**src/rtl/wsfd_pkg.sv**
```systemverilog
// ----------------------------------------------------------------------------
// wsfd_pkg
// Types and constants shared by the WebSocket frame deframer.
// ----------------------------------------------------------------------------
package wsfd_pkg;

	localparam int unsigned MAX_PAYLOAD = 125;

	localparam logic [6:0] LEN_EXTENDED = 7'd126;
	localparam logic [6:0] LEN_MAX      = 7'(MAX_PAYLOAD);

	localparam logic [3:0] OPC_TEXT  = 4'h1;
	localparam logic [3:0] OPC_CLOSE = 4'h8;

	typedef enum logic [2:0] {
		PH_HDR0 = 3'd0,
		PH_HDR1 = 3'd1,
		PH_KEY  = 3'd2,
		PH_DATA = 3'd3,
		PH_DONE = 3'd4
	} phase_t;

	typedef enum logic [2:0] {
		ST_OK        = 3'd0,
		ST_NOT_FINAL = 3'd1,
		ST_RESERVED  = 3'd2,
		ST_BAD_OPC   = 3'd3,
		ST_UNMASKED  = 3'd4,
		ST_TOO_LONG  = 3'd5
	} status_t;

	localparam logic KIND_TEXT  = 1'b0;
	localparam logic KIND_CLOSE = 1'b1;

	typedef struct packed {
		logic [7:0] payload_byte;
		logic       has_byte;
		logic       last_of_frame;
		logic       frame_kind;
		status_t    status;
	} wsfd_res_t;

endpackage

```
**src/rtl/websocket_frame_deframer_unit.sv**
```systemverilog
// ----------------------------------------------------------------------------
// websocket_frame_deframer_unit
// Client-to-server WebSocket deframer: header check, key capture, unmasking.
// ----------------------------------------------------------------------------
// Pipeline: an accepted input request passes the input register, then its
//   result reaches the master side from the result register.
// Throughput: one byte per cycle while the master side does not stall; the
//   parser state updates between the input register and the result register.
// Reset: arst_n clears all control state; the parser waits for header byte 0.
module websocket_frame_deframer_unit
	import wsfd_pkg::*;
(
	input  logic       clk,
	input  logic       arst_n,
	// slave side: incoming stream bytes
	input  logic       s_axis_tvalid,
	output logic       s_axis_tready,
	input  logic [7:0] s_axis_tdata,   // [7:0] data_byte
	// master side: deframed results
	output logic       m_axis_tvalid,
	input  logic       m_axis_tready,
	output logic [7:0] m_axis_tdata,   // [7:0] payload_byte
	output logic       m_axis_tlast,   // last_of_frame
	output logic [4:0] m_axis_tuser    // [0] has_byte, [1] frame_kind, [4:2] status
);

	// input register
	logic       vld_s1;
	logic [7:0] data_s1;

	// parser state
	phase_t      phase_q;
	logic [31:0] mask_key_q;
	logic [6:0]  bytes_left_q;
	logic [1:0]  key_pos_q;
	logic        kind_q;
	logic        stopped_q;

	// result register
	logic      out_vld_q;
	wsfd_res_t res_q;

	// next-state values
	phase_t      phase_d;
	logic [31:0] mask_key_d;
	logic [6:0]  bytes_left_d;
	logic [1:0]  key_pos_d;
	logic        kind_d;
	logic        stopped_d;
	logic        res_vld;
	wsfd_res_t   res_d;

	logic room;
	logic adv;

	// The result register is free when empty or being drained this cycle.
	assign room          = !out_vld_q || m_axis_tready;
	assign adv           = vld_s1 && room;
	assign s_axis_tready = !vld_s1 || room;

	// Input register: take a fresh request, or drop the one just processed.
	always_ff @(posedge clk or negedge arst_n) begin
		if (!arst_n) begin
			vld_s1 <= 1'b0;
		end else if (s_axis_tvalid && s_axis_tready) begin
			vld_s1 <= 1'b1;
		end else if (adv) begin
			vld_s1 <= 1'b0;
		end
	end

	always_ff @(posedge clk) begin
		if (s_axis_tvalid && s_axis_tready) begin
			data_s1 <= s_axis_tdata;
		end
	end

	// Frame parser: one byte of the stream per processed request.
	always_comb begin
		phase_d      = phase_q;
		mask_key_d   = mask_key_q;
		bytes_left_d = bytes_left_q;
		key_pos_d    = key_pos_q;
		kind_d       = kind_q;
		stopped_d    = stopped_q;
		res_vld      = 1'b0;
		res_d        = '{payload_byte: 8'h00, has_byte: 1'b0, last_of_frame: 1'b0,
		                 frame_kind: KIND_TEXT, status: ST_OK};

		if (!stopped_q) begin
			case (phase_q)
				PH_HDR1: begin
					res_d.frame_kind    = kind_q;
					res_d.last_of_frame = 1'b1;
					if (!data_s1[7]) begin
						// unmasked client frame: report and halt
						res_vld      = 1'b1;
						res_d.status = ST_UNMASKED;
						stopped_d    = 1'b1;
					end else if (data_s1[6:0] >= LEN_EXTENDED || data_s1[6:0] > LEN_MAX) begin
						res_vld      = 1'b1;
						res_d.status = ST_TOO_LONG;
						stopped_d    = 1'b1;
					end else begin
						bytes_left_d = data_s1[6:0];
						mask_key_d   = '0;
						key_pos_d    = 2'd0;
						phase_d      = PH_KEY;
					end
				end
				PH_KEY: begin
					mask_key_d[{key_pos_q, 3'b000} +: 8] = data_s1;
					key_pos_d = key_pos_q + 2'd1;
					if (key_pos_q == 2'd3) begin
						if (bytes_left_q == 7'd0) begin
							// empty frame: one last-marked result without a byte
							res_vld             = 1'b1;
							res_d.last_of_frame = 1'b1;
							res_d.frame_kind    = kind_q;
							phase_d             = kind_q ? PH_DONE : PH_HDR0;
						end else begin
							phase_d = PH_DATA;
						end
					end
				end
				PH_DATA: begin
					res_vld            = 1'b1;
					res_d.payload_byte = data_s1 ^ mask_key_q[{key_pos_q, 3'b000} +: 8];
					res_d.has_byte     = 1'b1;
					res_d.frame_kind   = kind_q;
					key_pos_d          = key_pos_q + 2'd1;
					bytes_left_d       = bytes_left_q - 7'd1;
					if (bytes_left_q == 7'd1) begin
						res_d.last_of_frame = 1'b1;
						phase_d             = kind_q ? PH_DONE : PH_HDR0;
					end
				end
				PH_DONE: begin
					// after a close frame: drop everything
				end
				default: begin
					// header byte 0 (unused codes land here too)
					res_d.last_of_frame = 1'b1;
					if (!data_s1[7]) begin
						res_vld      = 1'b1;
						res_d.status = ST_NOT_FINAL;
						stopped_d    = 1'b1;
					end else if (data_s1[6:4] != 3'b000) begin
						res_vld      = 1'b1;
						res_d.status = ST_RESERVED;
						stopped_d    = 1'b1;
					end else if (data_s1[3:0] == OPC_TEXT) begin
						kind_d  = KIND_TEXT;
						phase_d = PH_HDR1;
					end else if (data_s1[3:0] == OPC_CLOSE) begin
						kind_d  = KIND_CLOSE;
						phase_d = PH_HDR1;
					end else begin
						res_vld      = 1'b1;
						res_d.status = ST_BAD_OPC;
						stopped_d    = 1'b1;
					end
				end
			endcase
		end
	end

	// Parser state: advance only when a request leaves the input register.
	always_ff @(posedge clk or negedge arst_n) begin
		if (!arst_n) begin
			phase_q      <= PH_HDR0;
			mask_key_q   <= '0;
			bytes_left_q <= '0;
			key_pos_q    <= '0;
			kind_q       <= KIND_TEXT;
			stopped_q    <= 1'b0;
		end else if (adv) begin
			phase_q      <= phase_d;
			mask_key_q   <= mask_key_d;
			bytes_left_q <= bytes_left_d;
			key_pos_q    <= key_pos_d;
			kind_q       <= kind_d;
			stopped_q    <= stopped_d;
		end
	end

	// Result register: hold until taken, load on every processed request.
	always_ff @(posedge clk or negedge arst_n) begin
		if (!arst_n) begin
			out_vld_q <= 1'b0;
		end else if (adv) begin
			out_vld_q <= res_vld;
		end else if (m_axis_tready) begin
			out_vld_q <= 1'b0;
		end
	end

	always_ff @(posedge clk) begin
		if (adv) begin
			res_q <= res_d;
		end
	end

	assign m_axis_tvalid = out_vld_q;
	assign m_axis_tdata  = res_q.payload_byte;
	assign m_axis_tlast  = res_q.last_of_frame;
	assign m_axis_tuser  = {res_q.status, res_q.frame_kind, res_q.has_byte};

endmodule

```
**config.mk**
```make
export PLATFORM = sky130hd
export DESIGN_NAME = websocket_frame_deframer_unit
export DESIGN_NICKNAME = d
export VERILOG_FILES = /design/src/rtl/wsfd_pkg.sv /design/src/rtl/websocket_frame_deframer_unit.sv
export SDC_FILE = /design/constraint.sdc
export NUM_CORES = 1
export LEC_CHECK = 0
export BUFFER_PORTS_ARGS = -buffer_cell sky130_fd_sc_hd__buf_4
export CAP_MARGIN = 20
export CELL_PAD_IN_SITES_DETAIL_PLACEMENT = 1
export CELL_PAD_IN_SITES_GLOBAL_PLACEMENT = 2
export CORE_AREA = 2 2 101 103
export CTS_CLUSTER_DIAMETER = 80
export DETAILED_ROUTE_END_ITERATION = 6
export DIE_AREA = 0 0 103 105
export PLACE_DENSITY_LB_ADDON = 0.1
export SETUP_SLACK_MARGIN = 0.4
export SLEW_MARGIN = 20
export SYNTH_ARGS = -nofsm -noshare
export SYNTH_HDL_FRONTEND = slang
export SYNTH_SLANG_ARGS = --single-unit
```
**constraint.sdc**
```tcl
create_clock -name clk -period 2.35 [get_ports clk]
set_clock_uncertainty 0.05 [all_clocks]
set_input_delay 0 -clock clk [delete_from_list [all_inputs] [get_ports clk]]
set_output_delay 0 -clock clk [all_outputs]
set_load 0.005 [all_outputs]
```
Word-level counts from Yosys, hierarchy flattened
Index checks and enable logic that the tools add are counted.
- input bits: 12
- register bits after elaboration: 70
- output and inout bits: 16
- word-level logic and storage cells: 120
- add/subtract/negate cells: 3
- bitwise operators: 6
- order comparisons: 2
- shifts and indexed selects: 3
- reduce and logical (&&, ||, !) cells: 27
- equality and inequality tests: 13
- multiplexer cells: 52
- operators with widths (cell ; count):
    2-to-1 mux 32 bit ; 2
    one-hot mux 32 bit (2 select lines) ; 1
    2-to-1 mux 3 bit ; 15
    bitwise mux 32 bit ; 1
    variable shift 8 x 7 -> 32 bit (first input constant) ; 1
    indexed part select 32 x 6 -> 8 bit ; 1
    indexed part select 8 x 7 -> 32 bit ; 1
    2-to-1 mux 1 bit ; 18
    AND reduction 5 bit ; 3
    2-to-1 mux 7 bit ; 2
    one-hot mux 7 bit (2 select lines) ; 1
    one-hot mux 3 bit (4 select lines) ; 1
    nonzero test 2 bit ; 6
    2-to-1 mux 2 bit ; 5
    AND reduction 10 bit ; 1
    inequality test 2 bit (second input constant) ; 4
    bitwise XOR 8 bit ; 1
    equality test 7 x 1 -> 1 bit (second input constant) ; 1
    greater-or-equal comparator 7 bit (second input constant) ; 1
    greater-than comparator 7 bit (second input constant) ; 1
    zero test 7 bit ; 1
    negation 5 -> 7 bit ; 1
    subtractor 7 x 1 -> 7 bit (second input constant) ; 1
    equality test 3 x 2 -> 1 bit (second input constant) ; 2
    other kinds (22) ; 34

Depth between registers and ports, before layout
Gate-level depths: netlist (run 1).
- depth in word-level cells: 8
- mapped depth: 8
- depth with buffers taken out: 6

Worst setup path before layout (run 1)
OpenSTA, ideal clock, no wires.
- path type: reg-to-reg
- start point: reg key_pos_q[1]
- end point: reg mask_key_q[7]
- buffers on the path: 2
- stages on the path, launching flop included: 9
- arrival: 1747 ps
- required time: 2217 ps
- library setup time: 83 ps
- path slack: 471 ps
- clock period less this slack: 1879 ps
- cell sequence: dfrtp_1 clkbuf_1 inv_1 ha_1 inv_1 and4_1 clkbuf_1 nand2_1 o21ai_0
- longest elaborated chain between the ends: 4
- elaborated cells on any way between the ends: 5
- those cells by class: add/sub (1); shift (2); mux (2)
- RTL lines (what ; line ; text):
    start, declared ; websocket_frame_deframer_unit.sv:35 ; logic [1:0] key_pos_q;
    start signal, assigned ; websocket_frame_deframer_unit.sv:181 ; key_pos_q <= key_pos_d;
    negation 5 -> 7 bit (*) ; websocket_frame_deframer_unit.sv:112 ; mask_key_d[{key_pos_q, 3'b000} +: 8] = data_s1;
    indexed part select 8 x 7 -> 32 bit / variable shift 8 x 7 -> 32 bit (equally long branches) ; websocket_frame_deframer_unit.sv:112 ;
    bitwise mux 32 bit (*) ; websocket_frame_deframer_unit.sv:112 ;
    one-hot mux 32 bit (2 select lines) (*) ; websocket_frame_deframer_unit.sv:91 ; case (phase_q)
    end signal, assigned ; websocket_frame_deframer_unit.sv:179 ; mask_key_q <= mask_key_d;
    end, declared ; websocket_frame_deframer_unit.sv:33 ; logic [31:0] mask_key_q;
Mark *: on every way between the ends. The rest lies on a longest branch, timed or not.
A chain may end at the register's enable or synchronous reset.

Final worst setup path (run 1)
- start point: reg key_pos_q[0]
- end point: reg phase_q[1]
- longest elaborated chain between the ends: 3
- RTL lines (what ; line ; text):
    equality test 2 bit ; websocket_frame_deframer_unit.sv:114 ; if (key_pos_q == 2'd3) begin
    inequality test 2 bit (no line) ; - ;
    AND reduction 10 bit (no line) ; - ;
    end signal, assigned ; websocket_frame_deframer_unit.sv:178 ; phase_q <= phase_d;
    end, declared ; websocket_frame_deframer_unit.sv:32 ; phase_t phase_q;
No other way between the ends.

==> results_tabular.tex, run 1 <==
\begin{tabular}{lr}
\hline
Metric & Value \\
\hline
\multicolumn{2}{l}{\textbf{Yosys}} \\
\quad Most used standard cell by instance count after synthesis & nand2\_1 \\
\quad Most instantiated flip-flop cell in the synthesis netlist & dfrtp\_1 \\
\quad Number of enable-type register cells in the synthesized netlist & 22 \\
\quad Area of the mapped netlist & 3580 sq um \\
\quad Instance count of the mapped netlist & 361 \\
\quad Mean cell area of the mapped netlist & 9.92 sq um \\
\quad Leading post-synthesis cells by cell area & dfrtp\_1 34\%, edfxtp\_1 18\%, nand2\_1 7.8\% \\
\quad Nets in the synthesized netlist & 382 \\
\quad Synthesis-stage register bit count & 70 \\
\quad Part of the Yosys area used for sequential elements & 52.0\% \\
\quad Warning count from the yosys run & 0 \\
\quad Count of different cell masters after synthesis & 44 \\
\quad Top cell type's share of synthesized area & 33.5\% \\
\quad Async set-reset flop share out of synthesis & 68.6\% \\
\quad Cell type with the largest total area after synthesis & dfrtp\_1 \\
\quad Most numerous cell types in the synthesized netlist & 74 x nand2\_1, 48 x dfrtp\_1, 38 x o21ai\_0 \\
\multicolumn{2}{l}{\textbf{Global route}} \\
\quad Global Route met3 Usage & 2.81\% \\
\quad Most used routing layer in global routing & met2 \\
\quad Initial antenna violation count & 0 \\
\quad First-pass GRT wire length & 15400 microns \\
\quad Met2 usage & 28.8\% \\
\quad Number of global-route vias before repair & 2804 \\
\quad Pin count of the biggest net entering global routing & 49 \\
\quad Congestion Overflow GR & 0 \\
\quad Combined global-route utilization of all metal layers & 19.2\% \\
\quad Met1 track utilization from global routing & 28.2\% \\
\multicolumn{2}{l}{\textbf{Timing}} \\
\quad Portion of the clock cycle consumed by the worst path in the final layout & 81.4\% \\
\quad Setup-failing EPs final & 0 \\
\quad Final Hold Violating Endpoints & 0 \\
\quad Max Transition Viols Final & 0 \\
\quad Tightest slew margin relative to the limit & 56.1\% \\
\quad Unrepaired setup endpoints after global routing & yes \\
\quad Minimum clock period after layout & 1.91 ns \\
\quad Final setup TNS & 0 ns \\
\quad Fmax achieved & 0.523 GHz \\
\quad Hold\_ws & 0.159 ns \\
\quad Measured slew at the worst slew-check pin & 0.659 ns \\
\multicolumn{2}{l}{\textbf{Die}} \\
\quad Starting density of the core & 37.1\% \\
\quad Core ar. & 9640 sq um \\
\quad I/O pin cnt & 28 \\
\quad Vertical extent of the die & 105 microns \\
\quad Width of the chip & 103 microns \\
\quad Site row count & 36 \\
\quad Die outline area & 10800 sq um \\
\multicolumn{2}{l}{\textbf{Pwr}} \\
\quad Peak supply drop & 0.000269 V \\
\quad Internal Dissipation & 0.00172 W \\
\quad Register share of total power & 55.8\% \\
\quad P\_leak & 1.84 nW \\
\quad Logic gate share of total power & 6.2\% \\
\quad Clk network pwr share & 38.0\% \\
\quad Proportion of total power due to net switching & 25.3\% \\
\quad Switching power total & 0.000583 W \\
\quad Power Dens Cells & 521 nW/um\^{}2 \\
\multicolumn{2}{l}{\textbf{Clock network}} \\
\quad Clock Tree Buf Depth & 2 \\
\quad Number of clock sinks & 70 \\
\quad H-tree Lvls & 3 \\
\quad Number of buffers created by CTS & 9 \\
\quad Clock input transition at the sequential cells of the worst setup and hold paths & 0.08 ns \\
\quad Source-to-sink clock delay at the later pin of the worst-skew pair & 0.36 ns \\
\quad Clk root buf & clkbuf\_8 \\
\quad TritonCTS clock tree & done \\
\multicolumn{2}{l}{\textbf{Worst setup path}} \\
\quad Worst EP arrival & 2.11 ns \\
\quad Slowest CP cell & dfrtp\_2 \\
\quad Crit path buf inv count & 0 \\
\quad CP Data Required Time & 2.54 ns \\
\quad Slowest stage delay, CP & 0.45 ns \\
\quad Cells along the critical path & ha\_2 -> or3b\_2 -> a21oi\_2 -> nor3\_1 -> o211ai\_2 -> mux2\_4 \\
\quad Top fanout value on the critical path & 5 \\
\quad Critical Setup Path Class & reg -> reg \\
\quad Setup crit end kind & flop \\
\quad Type of element launching the critical path & flop \\
\quad Dominant delay contributor by cell family on the critical path & simple AND/OR/NAND/NOR gates \\
\multicolumn{2}{l}{\textbf{Place}} \\
\quad Half-perimeter wire length of the detailed placement result & 6700 microns \\
\quad RePlAce Congestion & 0.790 \\
\quad IO Port Bufs & 27 \\
\multicolumn{2}{l}{\textbf{Drt}} \\
\quad Mean number of vias per cell & 5.00 \\
\quad Post-detailed-route DRC marker count & 0 \\
\quad Final routed wire length divided by cell count & 17.5 microns \\
\quad Vias after detailed routing & 2751 \\
\quad Detailed-router iteration count before antenna repair & 4 \\
\quad Iteration-0 DRC count of the detailed router & 63 \\
\quad Post-route ant nets & 0 \\
\quad Sum of routed wire length over all layers & 9610 microns \\
\multicolumn{2}{l}{\textbf{Final layout}} \\
\quad Syn-to-layout area delta & 23.4\% \\
\quad Filler Cells Inserted & 1128 \\
\quad Area of the multi-input gates & 1650 sq um \\
\quad Final net count & 433 \\
\quad Footprint of the flip-flops and latches & 1870 sq um \\
\quad Share of cells above drive strength 1 & 23.7\% \\
\quad Number of inserted diodes & 0 \\
\multicolumn{2}{l}{\textbf{Min path}} \\
\quad Hold Crit Class & in -> async \\
\multicolumn{2}{l}{\textbf{Flow run}} \\
\quad Max-Cap Viols & 0 \\
\multicolumn{2}{l}{\textbf{Status}} \\
\quad Status & finished, final reports clean \\
\hline
\end{tabular}
[power groups by stage]
| stage | combinational (W) | sequential (W) | clock, W |
|---|---|---|---|
| 2_1_floorplan | 0.0000514 | 0.00131 | 0 |
| 3_3_place_gp | 0.000127 | 0.00131 | 0 |
| 3_5_place_dp | 0.000127 | 0.00131 | 0 |
| 4_1_cts | 0.000143 | 0.00128 | 0.000897 |
| 5_1_grt | 0.000157 | 0.00129 | 0.000948 |
| 6_report | 0.000142 | 0.00128 | 0.000874 |
[what timing repair did]
action / CTS / global route
endpoints found under the setup margin: 34 / 30
buffers inserted: 3 / 3
gates resized for setup: 13 / 14
pin swaps: 2 / 2
endpoints found under the hold margin: 58 / 0
hold buffers: 12 / 0
[kinds of logic after synthesis]
logic type      count (synthesis)  share of synthesized area, %
simple gates                  144                          19.0
compound gates                 79                          12.7
flops                          70                          52.0
buf+inv                        37                          4.54
mux                            12                          6.18
xor+xnor                       10                          2.45
fa+ha+maj                       9                          3.14
[state kept, by name, summed over array words and instances, names as in the netlist, 2 cells and up]
signal        flops
data_s1           8
phase_q           3
m_axis_tuser      5
key_pos_q         2
m_axis_tdata      8
mask_key_q       32
bytes_left_q      7
[cell type report]
| class | instances | area share [%] |
|---|---|---|
| Timing Repair Buffer | 65 | 11.8 |
| Tap cell | 133 | 3.77 |
| Inverter | 12 | 1.02 |
| Sequential cell | 70 | 42.3 |
| Clock buffer | 10 | 2.89 |
| Clock inverter | 6 | 0.878 |
| Multi-Input combinational cell | 254 | 37.4 |
[placed cells by master (no fill, tap or decap), types with 4 or more instances in the layout]
| master | n |
|---|---|
| nand2_1 | 74 |
| buf_4 | 52 |
| dfrtp_1 | 44 |
| o21ai_0 | 38 |
| nor2_1 | 24 |
| edfxtp_1 | 22 |
| inv_1 | 12 |
| a21oi_1 | 12 |
| dlygate4sd3_1 | 12 |
| clkbuf_8 | 9 |
| mux4_2 | 8 |
| xnor2_1 | 8 |
| ha_1 | 8 |
| nand2b_1 | 7 |
| and2_1 | 7 |
| a31oi_1 | 5 |
| nor2b_1 | 4 |
| o21ai_4 | 4 |
| nor3_1 | 4 |
| dfrtp_2 | 4 |
[path summary, 6_finish.rpt]
path                                  from         endpoint  slack, ns  cells after the start
setup / recovery              key_pos_q[0]       phase_q[1]       0.44                      6
hold / removal                      arst_n  bytes_left_q[1]       0.16                      2
setup reg to reg              key_pos_q[0]       phase_q[1]       0.44                      6
hold reg to reg             mask_key_q[19]   mask_key_q[19]       0.44                      2
max in group asynchronous           arst_n       phase_q[2]       1.62                      2
min in group clk           s_axis_tdata[3]       data_s1[3]       0.31                      2
[metal layers]
| layer | share of wire (%) | wire length [microns] |
|---|---|---|
| met1 | 50 | 4760 |
| met2 | 45 | 4340 |
| met3 | 3.5 | 336 |
| met4 | 1.8 | 170 |
| met5 | 0 | 0 |
[through the flow]
step                instance area (sq um)  setup slack (ns)  std cells  power (W)  util, %
floorplan                            3580             0.471        361    0.00136        -
global placement                     3980            0.0482        516    0.00143     41.3
detailed placement                   3990            0.0885        516    0.00144     41.4
CTS                                  4340             0.400        547    0.00232     45.1
global route                         4420             0.387        550    0.00239     45.8
finish                               4420             0.436        550    0.00230     45.8
(Power assumes the default switching activity.)
==> run 2, diff against run 1 <==
--- a/config.mk
+++ b/config.mk
@@ -9,10 +9,10 @@
 export CAP_MARGIN = 20
 export CELL_PAD_IN_SITES_DETAIL_PLACEMENT = 1
 export CELL_PAD_IN_SITES_GLOBAL_PLACEMENT = 2
-export CORE_AREA = 2 2 101 103
+export CORE_AREA = 2 2 105 107
 export CTS_CLUSTER_DIAMETER = 80
 export DETAILED_ROUTE_END_ITERATION = 6
-export DIE_AREA = 0 0 103 105
+export DIE_AREA = 0 0 107 109
 export PLACE_DENSITY_LB_ADDON = 0.1
 export SETUP_SLACK_MARGIN = 0.4
 export SLEW_MARGIN = 20
==> constraint.sdc (replaced) <==
create_clock -name clk -period 1.63 [get_ports clk]
set_clock_uncertainty 0.05 [all_clocks]
set_input_delay 0 -clock clk [delete_from_list [all_inputs] [get_ports clk]]
set_output_delay 0 -clock clk [all_outputs]
set_load 0.005 [all_outputs]
==> run 2 against run 1 <==
Effect of this change: the run now ends with negative hold slack, negative setup slack left; die area is 7.8% higher; setup slack worse by 0.60 ns; wire length is 26% higher; register-to-register slack worse by 0.60 ns; count of clock-buffer cells in the layout is 1 lower; critical path type unchanged; largest cell class is now multi-input combinational cells.
==> results_tabular.tex, run 2 (synthesized netlist as in run 1, its figures left out) <==
\begin{tabular}{lr}
\hline
Metric & Value \\
\hline
\multicolumn{2}{l}{\textbf{Status}} \\
\quad Status & finished with violations \\
\quad Violations in the final reports & negative hold slack, negative setup slack \\
\multicolumn{2}{l}{\textbf{Worst setup path}} \\
\quad Type of element launching the critical path & flop \\
\quad Endpoint of the most critical register-to-register path & mask\_key\_q[30] \\
\quad Worst R2R Path Depth & 7 (+1) \\
\quad Worst EP arrival & 2.02 ns (-0.09 ns) \\
\quad R2R Path Start & phase\_q[2] \\
\quad Last element of the critical path & mask\_key\_q[30] \\
\quad R2R Setup Slk & -0.16 ns (-0.60 ns) \\
\quad CP Data Required Time & 1.86 ns (-0.68 ns) \\
\quad Crit path from & phase\_q[2] \\
\quad Setup crit end kind & flop \\
\quad Top fanout value on the critical path & 8 (+3) \\
\quad Critical Setup Path Class & reg -> reg \\
\multicolumn{2}{l}{\textbf{Timing}} \\
\quad Final setup TNS & -5.72 ns (-5.72 ns) \\
\quad Final worst-path setup slack & -0.162 ns (-0.599 ns) \\
\quad Fmax achieved & 0.558 GHz (+6.8\%) \\
\quad Tightest slew margin relative to the limit & 53.3\% (-2.7 points) \\
\quad Portion of the clock cycle consumed by the worst path in the final layout & 110\% (+29 points) \\
\quad Measured slew at the worst slew-check pin & 0.700 ns (+0.0411 ns) \\
\quad Max Transition Viols Final & 0 (unchanged) \\
\quad Hold\_ws & -0.0743 ns (-0.233 ns) \\
\quad Minimum clock period after layout & 1.79 ns (-0.121 ns) \\
\quad Setup-failing EPs final & 50 (+50) \\
\quad Unrepaired setup endpoints after global routing & yes \\
\quad Final Hold Violating Endpoints & 2 (+2) \\
\multicolumn{2}{l}{\textbf{Final layout}} \\
\quad Top register by number of flip-flops & mask\_key\_q \\
\quad Filler Cells Inserted & 1094 (-3.0\%) \\
\quad Largest register FFs & 32 (unchanged) \\
\quad Commonest non-fill, non-tap cells in the layout & 94 x buf\_4, 46 x dfrtp\_1, 38 x nand2\_1, 29 x buf\_6, 26 x o21ai\_2 \\
\quad Syn-to-layout area delta & 66.2\% \\
\quad Number of inserted diodes & 0 (unchanged) \\
\quad Number of non-filler instances in the completed layout & 639 (+16\%) \\
\quad Leading cell type in the layout, fill and taps excluded & buf\_4 \\
\quad Final net count & 515 (+19\%) \\
\quad Share of cells above drive strength 1 & 58.3\% (+35 points) \\
\quad Final Instance Area & 5950 sq um (+35\%) \\
\multicolumn{2}{l}{\textbf{Pwr}} \\
\quad Register share of total power & 51.2\% (-4.6 points) \\
\quad Logic gate share of total power & 8.3\% (+2.1 points) \\
\quad Clk network pwr share & 40.5\% (+2.5 points) \\
\quad Switching power total & 0.000915 W (+57\%) \\
\quad Power Dens Cells & 608 nW/um\^{}2 (+17\%) \\
\quad Peak supply drop & 0.000285 V (+6.0\%) \\
\quad Internal Dissipation & 0.00271 W (+58\%) \\
\quad P\_leak & 2.53 nW (+37\%) \\
\quad Total design power & 0.00362 W (+57\%) \\
\quad Proportion of total power due to net switching & 25.3\% (-0.066 points) \\
\multicolumn{2}{l}{\textbf{Clock network}} \\
\quad Source-to-sink clock delay at the later pin of the worst-skew pair & 0.36 ns (about the same) \\
\quad Clock Tree Buf Depth & 2 (unchanged) \\
\quad TritonCTS clock tree & done \\
\quad Clock input transition at the sequential cells of the worst setup and hold paths & 0.08 ns (about the same) \\
\quad Clk root buf & clkbuf\_8 \\
\quad Number of buffers created by CTS & 9 (unchanged) \\
\quad Cts hold-fix bufs & 10 (-2) \\
\quad H-tree Lvls & 3 (unchanged) \\
\quad Number of clock sinks & 70 (unchanged) \\
\multicolumn{2}{l}{\textbf{Place}} \\
\quad RePlAce Congestion & 0.749 (-5.2\%) \\
\quad Area post-placement & 4440 sq um (+11\%) \\
\quad Number of placed instances, taps included & 570 (+10\%) \\
\quad Worst-case setup slack after placement & -0.292 ns (-0.381 ns) \\
\quad Half-perimeter wire length of the detailed placement result & 7430 microns (+11\%) \\
\quad IO Port Bufs & 27 (unchanged) \\
\multicolumn{2}{l}{\textbf{Die}} \\
\quad Core ar. & 10600 sq um (+10\%) \\
\quad Width of the chip & 107 microns (+3.9\%) \\
\quad Site row count & 38 (+5.6\%) \\
\quad Die outline area & 11700 sq um (+7.8\%) \\
\quad Vertical extent of the die & 109 microns (+3.8\%) \\
\quad I/O pin cnt & 28 (unchanged) \\
\quad Starting density of the core & 33.8\% (-3.4 points) \\
\multicolumn{2}{l}{\textbf{Global route}} \\
\quad Number of global-route vias before repair & 3363 (+20\%) \\
\quad Pin count of the biggest net entering global routing & 49 (unchanged) \\
\quad First-pass GRT wire length & 18400 microns (+19\%) \\
\quad Combined global-route utilization of all metal layers & 21.3\% (+2.1 points) \\
\quad Congestion Overflow GR & 0 (unchanged) \\
\quad Initial antenna violation count & 0 (unchanged) \\
\multicolumn{2}{l}{\textbf{Drt}} \\
\quad Post-route ant nets & 0 (unchanged) \\
\quad Mean number of vias per cell & 5.00 (about the same) \\
\quad Iteration-0 DRC count of the detailed router & 114 (+81\%) \\
\quad Final routed wire length divided by cell count & 19.0 microns (+8.6\%) \\
\quad Post-detailed-route DRC marker count & 0 (unchanged) \\
\quad Vias after detailed routing & 3193 (+16\%) \\
\quad Sum of routed wire length over all layers & 12100 microns (+26\%) \\
\quad Detailed-router iteration count before antenna repair & 4 (unchanged) \\
\multicolumn{2}{l}{\textbf{Min path}} \\
\quad Hold Crit Class & in -> reg \\
\multicolumn{2}{l}{\textbf{Flow run}} \\
\quad Max-Cap Viols & 0 (unchanged) \\
\hline
\end{tabular}
==> run 2: cell count changes in the layout (fill, tap and decap cells not counted), moves of 8 or more <==
cell,before,now
nand2_4,0,21
o21ai_1,1,10
buf_12,0,8
nand2_2,0,15
o21ai_2,0,26
nand2_1,74,38
buf_4,52,94
buf_6,1,29
o21ai_0,38,3
==> run 2: how the worst min path moves through the flow <==
stage / depth (start not counted) / to / from / slack (ns)
6_report: 4 / m_axis_tvalid / m_axis_tready / -0.07
5_1_grt: 4 / m_axis_tvalid / m_axis_tready / -0.05
4_1_cts: 4 / vld_s1 / m_axis_tready / -0.07
3_5_place_dp: 1 / bytes_left_q[5] / arst_n / 0.03
3_3_place_gp: 1 / bytes_left_q[3] / arst_n / 0.04
2_1_floorplan: 0 / bytes_left_q[0] / arst_n / -0.35
==> run 2: critical path: stages, from the launching register on <==
cell,delay (ns)
dfrtp_2,0.48
nor4bb_4,0.36
o21a_2,0.22
buf_6,0.11
buf_6,0.09
o21ai_4,0.08
clkbuf_16,0.18
o21ai_2,0.14
==> run 2: metrics by stage <==
step | util [%] | hold WS [ns]
5_1_grt | 56.1 | -0.0542
2_1_floorplan | - | -0.346
6_report | 56.1 | -0.0743
3_3_place_gp | 41.9 | 0.0374
3_5_place_dp | 41.9 | 0.0347
4_1_cts | 52.4 | -0.0686
==> run 2: layout make-up <==
| cell class | count | area, sq um | area share (%) |
|---|---|---|---|
| multi-input cells | 255 | 2240 | 37.7 |
| flip-flops and latches | 70 | 1860 | 31.3 |
| repair buffers | 146 | 1420 | 23.9 |
| well taps | 140 | 175 | 2.94 |
| clock buffers | 9 | 124 | 2.08 |
| clock inverters | 7 | 72.6 | 1.22 |
| inverters | 12 | 51.3 | 0.862 |
==> run 2: power by group through the flow <==
| stage | Clock [W] | Sequential (W) | Combinational, W |
|---|---|---|---|
| 2_1_floorplan | 0 | 0.00189 | 0.0000817 |
| 3_3_place_gp | 0 | 0.00189 | 0.000207 |
| 3_5_place_dp | 0 | 0.00189 | 0.000208 |
| 4_1_cts | 0.00149 | 0.00185 | 0.000285 |
| 5_1_grt | 0.00157 | 0.00186 | 0.000321 |
| 6_report | 0.00147 | 0.00185 | 0.000300 |
==> run 2: layer usage <==
layer | GRT usage, % | share of wire (%) | vias to the layer above
met5 | 0 | 0 | -
met4 | 7.70 | 1.7 | 0
met3 | 2.39 | 2.8 | 16
met2 | 36.5 | 51 | 51
met1 | 28.1 | 45 | 1608
li1 | - | - | 1518
==> run 2: what timing repair did <==
action	in CTS	in global routing
cloned	6	1
pin swaps	63	48
hold endpoints to repair	58	2
gates resized for setup	151	79
setup endpoints to repair	81	84
buffers inserted	27	9
==> run 3, diff against run 2 <==
--- a/config.mk
+++ b/config.mk
@@ -15,6 +15,7 @@
 export DIE_AREA = 0 0 107 109
 export PLACE_DENSITY_LB_ADDON = 0.1
 export SETUP_SLACK_MARGIN = 0.4
+export SKIP_LAST_GASP = 1
 export SLEW_MARGIN = 20
 export SYNTH_ARGS = -nofsm -noshare
 export SYNTH_HDL_FRONTEND = slang
==> run 3 against run 2 <==
Effect of this change: the flow still finishes with violations (negative hold slack, negative setup slack); first-iteration DRC count is 17% higher; die area did not move; sequential share of layout area about the same; setup slack worse by 0.027 ns; wire length up 0.78%; largest power group unchanged.
==> results_tabular.tex, run 3 (synthesized netlist as in run 1, its figures left out) <==
\begin{tabular}{lr}
\hline
Metric & Value \\
\hline
\multicolumn{2}{l}{\textbf{Place}} \\
\quad RePlAce Congestion & 0.749 (unchanged) \\
\quad Number of placed instances, taps included & 570 (unchanged) \\
\quad IO Port Bufs & 27 (unchanged) \\
\quad Half-perimeter wire length of the detailed placement result & 7430 microns (unchanged) \\
\multicolumn{2}{l}{\textbf{Drt}} \\
\quad Sum of routed wire length over all layers & 12200 microns (+0.78\%) \\
\quad Post-detailed-route DRC marker count & 0 (unchanged) \\
\quad Post-route ant nets & 0 (unchanged) \\
\quad Iteration-0 DRC count of the detailed router & 133 (+17\%) \\
\quad Vias after detailed routing & 3232 (+1.2\%) \\
\quad Final routed wire length divided by cell count & 19.0 microns (+0.31\%) \\
\quad Detailed-router iteration count before antenna repair & 4 (unchanged) \\
\quad Mean number of vias per cell & 5.03 (+0.75\%) \\
\multicolumn{2}{l}{\textbf{Clock network}} \\
\quad H-tree Lvls & 3 (unchanged) \\
\quad Clock input transition at the sequential cells of the worst setup and hold paths & 0.08 ns (about the same) \\
\quad Number of buffers created by CTS & 9 (unchanged) \\
\quad Clock Tree Buf Depth & 2 (unchanged) \\
\quad Clk root buf & clkbuf\_8 \\
\quad Cts hold-fix bufs & 10 (unchanged) \\
\quad Source-to-sink clock delay at the later pin of the worst-skew pair & 0.36 ns (about the same) \\
\quad TritonCTS clock tree & done \\
\quad Number of clock sinks & 70 (unchanged) \\
\multicolumn{2}{l}{\textbf{Min path}} \\
\quad Hold Path End & vld\_s1 \\
\quad Startpoint of the worst hold path & m\_axis\_tready \\
\quad Hold Crit Class & in -> reg \\
\quad Depth of the worst hold-timing path & 4 (unchanged) \\
\multicolumn{2}{l}{\textbf{Global route}} \\
\quad Initial antenna violation count & 0 (unchanged) \\
\quad First-pass GRT wire length & 18300 microns (-0.45\%) \\
\quad Combined global-route utilization of all metal layers & 21.2\% (-0.10 points) \\
\quad Pin count of the biggest net entering global routing & 49 (unchanged) \\
\quad Number of global-route vias before repair & 3328 (-1.0\%) \\
\quad Congestion Overflow GR & 0 (unchanged) \\
\multicolumn{2}{l}{\textbf{Status}} \\
\quad Status & finished with violations \\
\quad Violations in the final reports & negative hold slack, negative setup slack \\
\multicolumn{2}{l}{\textbf{Worst setup path}} \\
\quad Worst EP arrival & 2.01 ns (about the same) \\
\quad Worst R2R Path Depth & 6 (-1) \\
\quad Type of element launching the critical path & flop \\
\quad Critical Setup Path Class & reg -> reg \\
\quad R2R Path Start & key\_pos\_q[1] \\
\quad Endpoint of the most critical register-to-register path & phase\_q[1] \\
\quad R2R Setup Slk & -0.19 ns (-0.03 ns) \\
\quad Top fanout value on the critical path & 3 (-5) \\
\quad CP Data Required Time & 1.82 ns (-0.04 ns) \\
\quad Setup crit end kind & flop \\
\multicolumn{2}{l}{\textbf{Pwr}} \\
\quad P\_leak & 2.51 nW (-0.48\%) \\
\quad Peak supply drop & 0.000288 V (+1.0\%) \\
\quad Power Dens Cells & 610 nW/um\^{}2 (+0.21\%) \\
\multicolumn{2}{l}{\textbf{Final layout}} \\
\quad Share of cells above drive strength 1 & 59.2\% (+0.85 points) \\
\quad Leading cell type in the layout, fill and taps excluded & buf\_4 \\
\quad Number of inserted diodes & 0 (unchanged) \\
\quad Syn-to-layout area delta & 66.5\% \\
\quad Top register by number of flip-flops & mask\_key\_q \\
\quad Core utilization of the finished layout & 56.2\% (+0.083 points) \\
\quad Filler Cells Inserted & 1098 (+0.37\%) \\
\quad Final net count & 518 (+0.58\%) \\
\quad Commonest non-fill, non-tap cells in the layout & 98 x buf\_4, 46 x dfrtp\_1, 36 x nand2\_1, 28 x buf\_6, 26 x o21ai\_2 \\
\quad Number of non-filler instances in the completed layout & 642 (+0.47\%) \\
\quad Largest register FFs & 32 (unchanged) \\
\multicolumn{2}{l}{\textbf{Die}} \\
\quad Core ar. & 10600 sq um (unchanged) \\
\quad Starting density of the core & 33.8\% (unchanged) \\
\quad Site row count & 38 (unchanged) \\
\quad I/O pin cnt & 28 (unchanged) \\
\quad Die outline area & 11700 sq um (unchanged) \\
\quad Vertical extent of the die & 109 microns (unchanged) \\
\quad Width of the chip & 107 microns (unchanged) \\
\multicolumn{2}{l}{\textbf{Flow run}} \\
\quad Max-Cap Viols & 0 (unchanged) \\
\multicolumn{2}{l}{\textbf{Timing}} \\
\quad Max Transition Viols Final & 0 (unchanged) \\
\quad Final worst-path setup slack & -0.189 ns (-0.0268 ns) \\
\quad Unrepaired setup endpoints after global routing & yes \\
\quad Tightest slew margin relative to the limit & 54.0\% (+0.70 points) \\
\quad Minimum clock period after layout & 1.82 ns (+0.0268 ns) \\
\quad Setup-failing EPs final & 50 (unchanged) \\
\quad Portion of the clock cycle consumed by the worst path in the final layout & 112\% (+1.6 points) \\
\quad Fmax achieved & 0.550 GHz (-1.5\%) \\
\quad Final Hold Violating Endpoints & 2 (unchanged) \\
\quad Hold\_ws & -0.0902 ns (-0.0158 ns) \\
\quad Measured slew at the worst slew-check pin & 0.690 ns (-0.0105 ns) \\
\hline
\end{tabular}
run 3: cell types whose count changed in the layout (fill, tap and decap cells not counted), moves of 2 or more:
cell     change
buf_4        +4
nand2_1      -2
nand2_2      +6
nand2_4      -4
run 3: power by group:
group / switching [W] / total, W / internal (W)
logic: 0.000147 / 0.000309 / 0.000162
clock network: 0.000758 / 0.00147 / 0.000713
registers: 0.0000154 / 0.00185 / 0.00184
total: 0.000920 / 0.00363 / 0.00271
run 3: final cells by class:
cell class / instances / area (sq um) / area share [%]
timing repair buffer: 149 / 1440 / 24.1
inverter: 12 / 51.3 / 0.861
clock inverter: 7 / 72.6 / 1.22
tap: 140 / 175 / 2.94
multi-input combinational: 255 / 2230 / 37.5
sequential: 70 / 1860 / 31.3
clock buffer: 9 / 124 / 2.08
run 3: worst max-delay path by stage:
stage                          end    startpoint  slack, ns
floorplan               phase_q[1]  key_pos_q[0]      -0.08
global placement    mask_key_q[17]    phase_q[1]      -0.25
finish                  phase_q[1]  key_pos_q[1]      -0.19
global route            phase_q[0]  key_pos_q[0]      -0.26
CTS                     phase_q[1]  key_pos_q[0]      -0.15
detailed placement   mask_key_q[6]  key_pos_q[0]      -0.29
run 3: worst max-delay path, stage by stage, from the launching register on:
cell,delay (ns)
dfrtp_1,0.42
ha_2,0.21
or3b_4,0.40
a21oi_4,0.16
nor3_2,0.07
o211ai_2,0.09
mux2_4,0.31
run 3: layer usage:
metal  track usage (%)  vias up  routed length (microns)  share of wire, %
met5                 0        -                        0                 0
met3              2.33       16                      264               2.2
met1              28.3     1649                     5540                45
met2              36.2       43                     6220                51
met4              7.33        0                      197               1.6
li1                  -     1524                        -                 -
run 3: repair_timing:
item,in CTS,in global routing
resized for setup,139,89
setup buffers,27,12
pin swaps,62,44
setup endpoints to repair,81,84
gates cloned,6,1
endpoints found under the hold margin,58,2
run 3: per-stage QoR:
step                cell area [sq um]  hold slack (ns)  power, W  setup TNS [ns]  worst slack [ns]
floorplan                        3680           -0.346   0.00197          -0.968           -0.0781
global placement                 4440           0.0374   0.00210           -8.38            -0.249
detailed placement               4440           0.0347   0.00210           -9.99            -0.292
CTS                              5530          -0.0686   0.00363           -4.13            -0.148
global route                     5960          -0.0613   0.00376           -8.40            -0.260
finish                           5960          -0.0902   0.00363           -5.39            -0.189
